<file path="config.mk">
export PLATFORM = sky130hd
export DESIGN_NAME = kmp_stream_matcher_core
export DESIGN_NICKNAME = d
export VERILOG_FILES = /design/src/rtl/kmp_pkg.sv /design/src/rtl/kmp_ram.sv /design/src/rtl/kmp_stream_matcher_core.sv
export VERILOG_INCLUDE_DIRS = /design/src /design/src/rtl
export SDC_FILE = /design/constraint.sdc
export NUM_CORES = 2
export LEC_CHECK = 0
export ABC_AREA = 1
export BUFFER_PORTS_ARGS = -buffer_cell sky130_fd_sc_hd__buf_2
export CAP_MARGIN = 20
export CORE_MARGIN = 8
export CORE_UTILIZATION = 30
export CTS_CLUSTER_SIZE = 25
export DETAILED_ROUTE_END_ITERATION = 10
export PLACE_DENSITY_LB_ADDON = 0.3
export SETUP_SLACK_MARGIN = 0.15
export SKIP_CTS_REPAIR_TIMING = 1
export SYNTH_ARGS = -nofsm -noshare
export SYNTH_HDL_FRONTEND = slang
export SYNTH_SLANG_ARGS = --single-unit
export TNS_END_PERCENT = 5
</file>
<file path="constraint.sdc">
create_clock -name clock -period 6.9 [get_ports clock]
set_input_delay 2.07 -clock clock [delete_from_list [all_inputs] [get_ports clock]]
set_output_delay 2.07 -clock clock [all_outputs]
set_load 0.01 [all_outputs]
</file>
<file path="src/rtl/assert_macros.svh">
// Assertion macros for the RTL files of the KMP stream matcher.
`ifndef ASSERT_MACROS_SVH
`define ASSERT_MACROS_SVH

// Checks a property at every rising clock edge outside of reset.
`define KMP_ASSERT(label, prop, msg) \
   label: assert property (@(posedge clock) disable iff (reset) (prop)) \
      else $error(msg);

// Checks that a condition implies a property in the same cycle.
`define KMP_ASSERT_IMP(label, cond, prop, msg) \
   `KMP_ASSERT(label, (cond) |-> (prop), msg)

// Checks that a condition implies a property in the next cycle.
`define KMP_ASSERT_NEXT(label, cond, prop, msg) \
   `KMP_ASSERT(label, (cond) |=> (prop), msg)

`endif

</file>
<file path="src/rtl/kmp_pkg.sv">
// Package with the codes, types and helpers of the KMP stream matcher.
`timescale 1ns / 1ps
`default_nettype none

package kmp_pkg;

   localparam int MAX_PATTERN_DEF   = 64;
   localparam int SYMBOL_BITS_DEF   = 8;
   localparam int POSITION_BITS_DEF = 32;

   localparam logic [1:0] OP_CLEAR   = 2'd0;
   localparam logic [1:0] OP_APPEND  = 2'd1;
   localparam logic [1:0] OP_RESTART = 2'd2;
   localparam logic [1:0] OP_TEXT    = 2'd3;

   localparam logic [1:0] MODE_OVERLAP = 2'd0;
   localparam logic [1:0] MODE_RESTART = 2'd1;
   localparam logic [1:0] MODE_FIRST   = 2'd2;

   localparam logic [1:0] STATUS_OK    = 2'd0;
   localparam logic [1:0] STATUS_FULL  = 2'd1;
   localparam logic [1:0] STATUS_EMPTY = 2'd2;

   typedef struct packed {
      logic        match;
      logic [31:0] match_start;
      logic [31:0] match_count;
      logic [1:0]  status;
   } rsp_type;

   function automatic int addr_bits(input int depth);
      addr_bits = (depth > 1) ? $clog2(depth) : 1;
   endfunction

endpackage

`default_nettype wire

</file>
<file path="src/rtl/kmp_ram.sv">
// Generic single-port-write, single-port-read RAM with a registered read.
`timescale 1ns / 1ps
`default_nettype none

module kmp_ram #(
   parameter int WIDTH = 8,
   parameter int DEPTH = 64
) (
   input  wire logic                                  clock,
   input  wire logic                                  wr_en,
   input  wire logic [kmp_pkg::addr_bits(DEPTH)-1:0]  wr_addr,
   input  wire logic [WIDTH-1:0]                      wr_data,
   input  wire logic [kmp_pkg::addr_bits(DEPTH)-1:0]  rd_addr,
   output logic      [WIDTH-1:0]                      rd_data
);
   import kmp_pkg::*;

   logic [WIDTH-1:0] mem [DEPTH];
   logic [WIDTH-1:0] rd_data_ff;

   always_ff @(posedge clock) begin
      if (wr_en && (int'(wr_addr) < DEPTH)) begin
         mem[wr_addr] <= wr_data;
      end
      rd_data_ff <= mem[rd_addr];
   end

   assign rd_data = rd_data_ff;

endmodule

`default_nettype wire

</file>
<file path="src/rtl/kmp_stream_matcher_core.sv">
// Top level of the streaming Knuth-Morris-Pratt matcher.
`timescale 1ns / 1ps
`default_nettype none
`include "assert_macros.svh"

// The pattern symbols and their failure entries live in two synchronous
// memories that share one read index, and one request is worked on at a
// time. A text symbol passes through the look state, which repeats for
// every failure fallback it needs, since each fallback step waits on the
// registered read of both memories. An append to a non-empty, non-full
// pattern also searches there, and its search always starts with one step
// from the old length to that length's failure entry. Clear, restart, an
// append to an empty or full store and a text symbol with an empty pattern
// finish on acceptance without a search. The next request transfers while
// a result still waits at the output, but a second finished result is held
// until the first one has been taken.

module kmp_stream_matcher_core #(
   parameter int MAX_PATTERN   = kmp_pkg::MAX_PATTERN_DEF,
   parameter int SYMBOL_BITS   = kmp_pkg::SYMBOL_BITS_DEF,
   parameter int POSITION_BITS = kmp_pkg::POSITION_BITS_DEF
) (
   input  wire logic                   clock,
   input  wire logic                   reset,
   input  wire logic                   csr_wr_en,
   input  wire logic [1:0]             csr_wr_data,
   input  wire logic                   req_valid,
   output logic                        req_stall,
   input  wire logic [1:0]             req_operation,
   input  wire logic [SYMBOL_BITS-1:0] req_symbol,
   output logic                        rsp_valid,
   input  wire logic                   rsp_stall,
   output logic                        rsp_match,
   output logic [31:0]                 rsp_match_start,
   output logic [31:0]                 rsp_match_count,
   output logic [1:0]                  rsp_status
);
   import kmp_pkg::*;

   localparam int IDX_BITS = addr_bits(MAX_PATTERN + 1);
   localparam int PAT_BITS = addr_bits(MAX_PATTERN);
   localparam int CMP_BITS = (POSITION_BITS > IDX_BITS) ? POSITION_BITS : IDX_BITS;

   localparam logic [1:0] ST_IDLE = 2'd0;
   localparam logic [1:0] ST_LOOK = 2'd1;
   localparam logic [1:0] ST_PUSH = 2'd2;

   logic [1:0]               state_ff, state_in;
   logic [1:0]               mode_ff, mode_in;
   logic [IDX_BITS-1:0]      plen_ff, plen_in;
   logic [IDX_BITS-1:0]      mpre_ff, mpre_in;
   logic [POSITION_BITS-1:0] pos_ff, pos_in;
   logic [31:0]              count_ff, count_in;
   logic                     first_ff, first_in;
   logic [IDX_BITS-1:0]      j_ff, j_in;
   logic                     append_ff, append_in;
   logic [SYMBOL_BITS-1:0]   sym_ff, sym_in;
   rsp_type                  pend_ff, pend_in;
   rsp_type                  rsp_ff, rsp_in;
   logic                     rsp_valid_ff, rsp_valid_in;

   logic                     ps_we;
   logic [PAT_BITS-1:0]      ps_waddr;
   logic [SYMBOL_BITS-1:0]   ps_rd;
   logic                     ft_we;
   logic [IDX_BITS-1:0]      ft_waddr;
   logic [IDX_BITS-1:0]      ft_wdata;
   logic [IDX_BITS-1:0]      ft_rd;

   logic                     accept;
   logic                     out_free;
   logic                     fall;
   logic [IDX_BITS-1:0]      j_final;
   logic                     full_hit;
   logic                     report;
   logic [CMP_BITS-1:0]      pos_w;
   logic [CMP_BITS-1:0]      nm1_w;
   logic [CMP_BITS-1:0]      start_w;
   logic                     res_en;
   rsp_type                  res;

   kmp_ram #(
      .WIDTH (SYMBOL_BITS),
      .DEPTH (MAX_PATTERN)
   ) u_pattern_ram (
      .clock   (clock),
      .wr_en   (ps_we),
      .wr_addr (ps_waddr),
      .wr_data (req_symbol),
      .rd_addr (j_in[PAT_BITS-1:0]),
      .rd_data (ps_rd)
   );

   kmp_ram #(
      .WIDTH (IDX_BITS),
      .DEPTH (MAX_PATTERN + 1)
   ) u_failure_ram (
      .clock   (clock),
      .wr_en   (ft_we),
      .wr_addr (ft_waddr),
      .wr_data (ft_wdata),
      .rd_addr (j_in),
      .rd_data (ft_rd)
   );

   assign req_stall = (state_ff != ST_IDLE);
   assign accept    = req_valid && !req_stall;
   assign out_free  = !rsp_valid_ff || !rsp_stall;

   assign fall     = (j_ff != '0) && ((j_ff == plen_ff) || (ps_rd != sym_ff));
   assign j_final  = ((j_ff < plen_ff) && (ps_rd == sym_ff)) ? j_ff + IDX_BITS'(1) : j_ff;
   assign full_hit = (j_final == plen_ff);
   assign report   = full_hit && !((mode_ff == MODE_FIRST) && first_ff);
   assign pos_w    = CMP_BITS'(pos_ff);
   assign nm1_w    = CMP_BITS'(plen_ff) - CMP_BITS'(1);
   assign start_w  = (pos_w >= nm1_w) ? pos_w - nm1_w : '0;

   always_comb begin
      state_in  = state_ff;
      mode_in   = csr_wr_en ? csr_wr_data : mode_ff;
      plen_in   = plen_ff;
      mpre_in   = mpre_ff;
      pos_in    = pos_ff;
      count_in  = count_ff;
      first_in  = first_ff;
      j_in      = j_ff;
      append_in = append_ff;
      sym_in    = sym_ff;
      pend_in   = pend_ff;
      ps_we     = 1'b0;
      ps_waddr  = plen_ff[PAT_BITS-1:0];
      ft_we     = 1'b0;
      ft_waddr  = plen_ff + IDX_BITS'(1);
      ft_wdata  = '0;
      res_en    = 1'b0;
      res       = '{match: 1'b0, match_start: 32'd0, match_count: count_ff,
                    status: STATUS_OK};

      unique case (state_ff)
         ST_IDLE: begin
            if (accept) begin
               sym_in = req_symbol;
               unique case (req_operation) inside
                  OP_CLEAR, OP_RESTART: begin
                     if (req_operation == OP_CLEAR) begin
                        plen_in = '0;
                     end
                     mpre_in         = '0;
                     pos_in          = '0;
                     count_in        = '0;
                     first_in        = 1'b0;
                     res.match_count = 32'd0;
                     res_en          = 1'b1;
                  end
                  OP_APPEND: begin
                     if (plen_ff == IDX_BITS'(MAX_PATTERN)) begin
                        res.status = STATUS_FULL;
                        res_en     = 1'b1;
                     end else if (plen_ff == '0) begin
                        ps_we   = 1'b1;
                        ft_we   = 1'b1;
                        plen_in = IDX_BITS'(1);
                        res_en  = 1'b1;
                     end else begin
                        ps_we     = 1'b1;
                        j_in      = plen_ff;
                        append_in = 1'b1;
                        state_in  = ST_LOOK;
                     end
                  end
                  OP_TEXT: begin
                     if (plen_ff == '0) begin
                        res.status = STATUS_EMPTY;
                        res_en     = 1'b1;
                     end else begin
                        j_in      = mpre_ff;
                        append_in = 1'b0;
                        state_in  = ST_LOOK;
                     end
                  end
                  default: begin
                  end
               endcase
            end
         end
         ST_LOOK: begin
            if (fall) begin
               j_in = ft_rd;
            end else begin
               res_en = 1'b1;
               if (append_ff) begin
                  ft_we    = 1'b1;
                  ft_wdata = j_final;
                  plen_in  = plen_ff + IDX_BITS'(1);
               end else begin
                  mpre_in = (full_hit && (mode_ff == MODE_RESTART)) ? '0 : j_final;
                  if (pos_ff != '1) begin
                     pos_in = pos_ff + POSITION_BITS'(1);
                  end
                  if (report) begin
                     first_in        = 1'b1;
                     count_in        = (count_ff != '1) ? count_ff + 32'd1 : count_ff;
                     res.match       = 1'b1;
                     res.match_start = 32'(start_w);
                     res.match_count = count_in;
                  end
               end
               state_in = ST_IDLE;
            end
         end
         ST_PUSH: begin
            if (out_free) begin
               state_in = ST_IDLE;
            end
         end
         default: begin
            state_in = ST_IDLE;
         end
      endcase

      if (res_en && !out_free) begin
         pend_in  = res;
         state_in = ST_PUSH;
      end

      rsp_in       = rsp_ff;
      rsp_valid_in = rsp_valid_ff && rsp_stall;
      if (out_free && (res_en || (state_ff == ST_PUSH))) begin
         rsp_in       = (state_ff == ST_PUSH) ? pend_ff : res;
         rsp_valid_in = 1'b1;
      end
   end

   always_ff @(posedge clock) begin
      if (reset) begin
         state_ff     <= ST_IDLE;
         mode_ff      <= MODE_OVERLAP;
         plen_ff      <= '0;
         mpre_ff      <= '0;
         pos_ff       <= '0;
         count_ff     <= '0;
         first_ff     <= 1'b0;
         rsp_valid_ff <= 1'b0;
      end else begin
         state_ff     <= state_in;
         mode_ff      <= mode_in;
         plen_ff      <= plen_in;
         mpre_ff      <= mpre_in;
         pos_ff       <= pos_in;
         count_ff     <= count_in;
         first_ff     <= first_in;
         rsp_valid_ff <= rsp_valid_in;
      end
   end

   always_ff @(posedge clock) begin
      j_ff      <= j_in;
      append_ff <= append_in;
      sym_ff    <= sym_in;
      pend_ff   <= pend_in;
      rsp_ff    <= rsp_in;
   end

   assign rsp_valid       = rsp_valid_ff;
   assign rsp_match       = rsp_ff.match;
   assign rsp_match_start = rsp_ff.match_start;
   assign rsp_match_count = rsp_ff.match_count;
   assign rsp_status      = rsp_ff.status;

   `KMP_ASSERT(a_prefix_in_range, mpre_ff <= plen_ff, "matched prefix exceeds pattern length")
   `KMP_ASSERT_IMP(a_look_index, state_ff == ST_LOOK, j_ff <= plen_ff,
                   "fallback index exceeds pattern length")
   `KMP_ASSERT_IMP(a_push_waits, state_ff == ST_PUSH, rsp_valid_ff,
                   "held result without an occupied output")
   `KMP_ASSERT_NEXT(a_count_after_hit, (state_ff == ST_LOOK) && !fall && !append_ff && report,
                    count_ff != 32'd0, "reported match left the count at zero")

endmodule

`default_nettype wire
</file>
Yosys cells after proc, flatten, opt, wreduce, memory -nomap -nowiden
Memories as Yosys holds them, arrays and structs flattened. A register that Yosys moved wholly into a read port is not among the register bits.
Index checks and enable logic that the tools add are counted.
{"block": "totals", "reg_bits": 234, "in_bits": 17, "n_memories": 2, "mem_bits_rw": 967}
{"block": "op_classes", "muxes": 89, "n_eq_ne": 35, "n_addsub": 6, "reduce_logical": 36, "magnitude_cmp": 3}
{"memory": "u_pattern_ram.mem", "words": 64, "width": 8, "read_ports": 1, "rd_clocked_by_memory_dff": 1, "wr": 1, "line_no": "kmp_ram.sv:18", "rtl": "logic [WIDTH-1:0] mem [DEPTH];"}
{"memory": "u_failure_ram.mem", "words": 65, "width": 7, "read_ports": 1, "rd_clocked_by_memory_dff": 1, "wr": 1, "line_no": "kmp_ram.sv:18"}
{"cell": "32-bit 2-to-1 mux", "count": 12}
{"cell": "65-bit 2-to-1 mux", "count": 3}
{"cell": "32-bit case mux with 2 select lines", "count": 3}
{"cell": "7-bit 2-to-1 mux", "count": 20}
{"cell": "7-bit case mux with 2 select lines", "count": 5}
{"cell": "67-bit 2-to-1 mux", "count": 1}
{"cell": "32-bit by 1-bit adder with 32-bit output (second input constant)", "count": 2}
{"cell": "32-bit != test (second input constant)", "count": 2}
{"cell": "34-bit 2-to-1 mux", "count": 1}
{"cell": "33-bit 2-to-1 mux", "count": 1}
{"cell": "32-bit greater-or-equal comparator", "count": 1}
{"cell": "32-bit subtractor", "count": 1}
{"cell": "1-bit 2-to-1 mux", "count": 27}
{"cell": "3-bit != test (second input constant)", "count": 7}
{"cell": "2-bit != test (second input constant)", "count": 10}
{"cell": "5-bit AND reduction", "count": 4}
{"cell": "6-bit AND reduction", "count": 3}
{"cell": "2-bit 2-to-1 mux", "count": 8}
{"cell": "7-bit by 1-bit adder with 7-bit output (second input constant)", "count": 2}
{"cell": "7-bit == test", "count": 2}
{"cell": "1-bit logical AND", "count": 10}
{"cell": "2-bit == test (second input constant)", "count": 4}
{"cell": "8-bit == test", "count": 1}
{"cell": "4-bit != test (second input constant)", "count": 2}
{"cell": "21 further kinds", "count": 37}

Depth between registers and ports, before layout
{"block": "logic_depth", "ltp_word": 10, "depth_mapped": 25, "mapped_depth_nobuf": 23}

Cells and area by module
From an unflattened synthesis, not the netlist that was laid out.
{"block": "hier_totals", "hier_cells": 5254, "area_unflattened_um2": 54116.9}
{"module": "kmp_ram at u_pattern_ram", "cells_per_inst": 1805, "instances": 1, "seq_area_each_um2": 15534.9, "area_per_inst_um2": 21339.2}
{"module": "kmp_ram at u_failure_ram", "cells_per_inst": 1600, "instances": 1, "seq_area_each_um2": 13803.2, "area_per_inst_um2": 18838.1}
{"module": "kmp_stream_matcher_core", "cells_per_inst": 1849, "instances": 1, "seq_area_each_um2": 6115.9, "area_per_inst_um2": 13939.6}

Least setup slack after synthesis
Ideal clock, no wire load.
{"block": "synth_timing", "path_type": "input to register", "startpoint": "input req_operation[0]", "endpoint": "register pend_ff[0] (netlist bit), enable pin", "n_path_buf": 0, "stages": 8, "t_arrival_ps": 5530, "setup_slack_ps": 877, "setup_ps": 493, "cell_sequence": "inv_1 > nor2_2 > inv_1 > nor2_1 > nor2_1 > nand2_1 > a21oi_1 > nor2_1"}
{"block": "synth_between", "elab_chain_len": 6}
{"element": "from (decl)", "line_no": "kmp_stream_matcher_core.sv:29", "rtl": "input wire logic [1:0] req_operation,"}
{"element": "2-bit == test (no source line) / 2-bit zero test (equally long branches)"}
{"element": "2-bit OR reduction", "line_no": "kmp_stream_matcher_core.sv:143", "rtl": "unique case (req_operation) inside"}
{"element": "1-bit case mux with 3 select lines *", "line_no": "kmp_stream_matcher_core.sv:143"}
{"element": "1-bit 2-to-1 mux *", "line_no": "kmp_stream_matcher_core.sv:141", "rtl": "if (accept) begin"}
{"element": "1-bit case mux with 2 select lines *", "line_no": "kmp_stream_matcher_core.sv:139", "rtl": "unique case (state_ff)"}
{"element": "1-bit logical AND *", "line_no": "kmp_stream_matcher_core.sv:221", "rtl": "if (res_en && !out_free) begin"}
{"element": "to (signal assigned)", "line_no": "kmp_stream_matcher_core.sv:260", "rtl": "pend_ff <= pend_in;"}
{"element": "to (decl)", "line_no": "kmp_stream_matcher_core.sv:58", "rtl": "rsp_type pend_ff, pend_in;"}
Every way passes the cells marked *; elsewhere a longest branch is shown, timed or not.
A chain may end at the register's enable or synchronous reset.

Final worst setup path
{"block": "layout_timing", "startpoint": "register plen_ff[3]", "endpoint": "memory u_failure_ram.mem[3][2] (netlist bit), enable pin"}
{"block": "layout_between", "elab_chain_len": 9}
{"element": "from (decl)", "line_no": "kmp_stream_matcher_core.sv:50", "rtl": "logic [IDX_BITS-1:0] plen_ff, plen_in;"}
{"element": "from (signal assigned)", "line_no": "kmp_stream_matcher_core.sv:247", "rtl": "plen_ff <= plen_in;"}
{"element": "branches (longest 9 deep; another with 7-bit by 1-bit adder with 7-bit output)"}
{"element": "to (decl)", "line_no": "kmp_ram.sv:18"}
Parallel ways; which one is timed is not known.

==> impl_metrics.csv <==
group,metric,value,unit
timing,setup_ws,1.44,ns
clock_tree,cts_root_buffer,"clkbuf_16",
worst_setup_path,crit_type,"flop to flop",
global_route,grt_first_pass_wirelength,230,mm
final_layout,syn_to_final_growth,12.3,%
synth,yosys_register_bits,1216,
clock_tree,numCtsBuffers,120,
timing,final-hold-violation-count,0,
synth,avgSynthCellArea,10.7,um^2
final_layout,final_cell_mix,"1,110 x edfxtp_1, 848 x nand2_1, 700 x nand3_1",
place,place_ws,1.33,ns
timing,slew_headroom,0.263,
die,ios,86,
timing,rsz0062_at_grt,"no",
synth,synth_cell_types,63,
synth,synth_area,0.0551,mm^2
detailed_routing,vias,37600,
synth,synthArstFlopShare,0,
worst_setup_path,path_max_fanout,12,
die,start_util,0.302,
timing,whs,0.438,ns
detailed_routing,drt_iter0_drc,3466,
final_layout,mostFrequentLayoutCell,"edfxtp_1",
min_path,hp-class,"flop to flop",
die,die_w,445,um
synth,synth_area_leader_cell,"edfxtp_1",
detailed_routing,viasPerCell,4.94,
global_route,grt_pass1_vias,36800,
worst_setup_path,critical_path_arrival,5.82,ns
global_route,antenna_found_initial,1,
final_layout,layout-drive-gt1-share,0.0802,
detailed_routing,drc,0,
global_route,grt_max_degree,211,
outcome,status,"complete, no violations",
clock_tree,htree_levels,3,
worst_setup_path,critPathLaunchType,"flop",
detailed_routing,routed_wl,151,mm
synth,ys_seq_area_frac,0.644,
worst_setup_path,cp_data_required_time,7.26,ns
detailed_routing,ant_nets,0,
job,cap_violations,0,
clock_tree,path_clk_slew,0.06,ns
clock_tree,cts.sinks,1216,
worst_setup_path,cp-end-kind,"flop",
global_route,grt_use_total,0.148,
timing,finalSetupViolations,0,
place,gp_congestion,0.872,
final_layout,fin_cells,7623,
place,io_buffers,85,
power_and_ir_drop,p_leak,22.6,nW
timing,slew_violations,0,
detailed_routing,wl_per_cell,19.9,um
power_and_ir_drop,powerDensity,365,mW/mm^2
power_and_ir_drop,vdd_drop_max,0.414,mV
timing,worst_pin_slew,1.11,ns
die,core-area,0.183,mm^2
synth,syn_nets,5207,
detailed_routing,first_pass_iters,6,
worst_setup_path,worstRegToRegCells,17,
timing,max_clock_freq,183,MHz
die,die-area,0.198,mm^2
synth,synth_ff_type,"edfxtp_1",
timing,fin_tns_setup,0,ns
timing,fin_skew,0.0495,ns
synth,synth_top_area_share,0.605,
timing,fin_crit_sh,0.791,
die,rows,157,
clock_tree,cts_tree,"yes",
final_layout,antenna_cells,0,
synth,syn_inst,5139,
worst_setup_path,rrSetupSlack,1.44,ns
timing,min_period,5.46,ns
clock_tree,cts_buffer_depth,3,
clock_tree,insertion_delay,0.76,ns
min_path,min_path_cells,2,
global_route,grt_overflow,0,
place,dpl.hpwl,91.0,mm
synth,yosysWarnings,0,
synth,synth_area_leaders,"edfxtp_1 61%, nand3_1 6.4%, nand2_1 5.8%, dfxtp_1 3.9%, inv_1 3.5%",
place,dp.cells,7396,
synth,synth_edf_count,1110,
final_layout,nets,5201,
die,die_height,445,um
==> synth_stat cells, types with 2 or more instances <==
cell       number
a21oi_1       123
a31oi_1         3
or2_1          24
inv_2           8
nor4_1         13
or2_2          14
dfxtp_1       106
inv_4           2
nand4_1        33
clkbuf_1      108
nor2_1        388
o21ai_1        44
a211oi_1       11
o2111ai_1       3
ha_1           50
buf_6          21
a221oi_1        3
a32o_1          2
xnor2_1        20
a21boi_1        2
o211ai_1      232
edfxtp_1     1110
xor2_1         51
nand2_2         3
clkinv_1        8
nor2_2          6
o21ai_2        13
a21o_1          2
o22ai_1         8
o21bai_1       19
inv_1         514
nand2_1       850
buf_2         138
nand2_4         4
a21boi_0        2
or2_0          36
nor3_1         46
a22o_1          4
nand3_1       700
o21ai_0       203
nand3b_1      169
nor2_4          4
buf_4          10
buf_1           2
o21a_1          9
==> worst paths after layout <==
path	start	end
setup reg to reg	plen_ff[3]	u_failure_ram.mem[3][2]
hold reg to reg	u_failure_ram.mem[64][5]	u_failure_ram.rd_data[5]
hold / removal	u_failure_ram.mem[64][5]	u_failure_ram.rd_data[5]
setup / recovery	plen_ff[3]	u_failure_ram.mem[3][2]
==> registers in the layout, summed over array words and instances (netlist names) <==
name,flops
rsp_match_count,32
u_failure_ram.rd_data,7
plen_ff,7
u_pattern_ram.rd_data,8
pos_ff,32
mpre_ff,7
state_ff,2
append_ff,1
sym_ff,8
pend_ff,67
rsp_valid,1
rsp_status,2
mode_ff,2
j_ff,7
count_ff,32
rsp_match,1
rsp_match_start,32
first_ff,1
u_failure_ram.mem,455
u_pattern_ram.mem,512
==> through the flow <==
step	total power, mW	instance area, um^2	util
finish	22.6	61900	0.339
global route	23.8	61900	0.339
CTS	22.8	61900	0.339
detailed placement	16.1	57900	0.317
global placement	16.1	57900	0.317
floorplan	13.7	55100	-
==> power breakdown <==
part / switching, mW / leakage, nW / internal (mW)
Sequential: 0.168 / 12.1 / 8.19
Clock: 2.89 / 1.93 / 3.76
Combinational: 5.42 / 8.54 / 2.18
Total: 8.48 / 22.6 / 14.1
==> kinds of logic (layout without fill, tap and decap cells) <==
group | count (synthesis) | in the layout | synth area share
simple gates | 2297 | 2297 | 0.193
xor+xnor | 72 | 72 | 0.0116
fa+ha+maj | 51 | 51 | 0.0117
flops | 1216 | 1216 | 0.644
buf+inv | 812 | 911 | 0.0621
compound gates | 691 | 691 | 0.0780
==> metal layers <==
metal,vias to the layer above,GRT usage,part of all wire
met3,231,0.0185,0.054
met4,0,0.0458,0.027
met5,-,0,0
met2,1098,0.249,0.48
li1,18000,-,-
met1,18300,0.198,0.44
==> final cells by class <==
class / instances / area, um^2
timing repair buffer: 151 / 1050
clock inverter: 71 / 746
fill: 18300 / 121000
sequential: 1216 / 35500
clock buffer: 156 / 3270
multi-input combinational: 3111 / 16400
inverter: 533 / 2020
tap: 2385 / 2980
==> critical path, cell delays in order, from the launching register on <==
cell	delay, ns
dfxtp_1	0.58
clkinv_1	0.41
ha_1	0.40
nand2_1	0.06
nor2_1	0.05
nand4_1	0.06
nand3_1	0.18
nand2_1	0.17
inv_1	0.09
nor2_4	0.24
nand2_1	0.47
o21ai_0	0.29
inv_1	0.12
a21oi_1	0.17
inv_1	0.08
nor2_1	0.21
nand3_1	0.69
nor2_1	0.77
No activity file was read; power rests on OpenSTA's default activity.
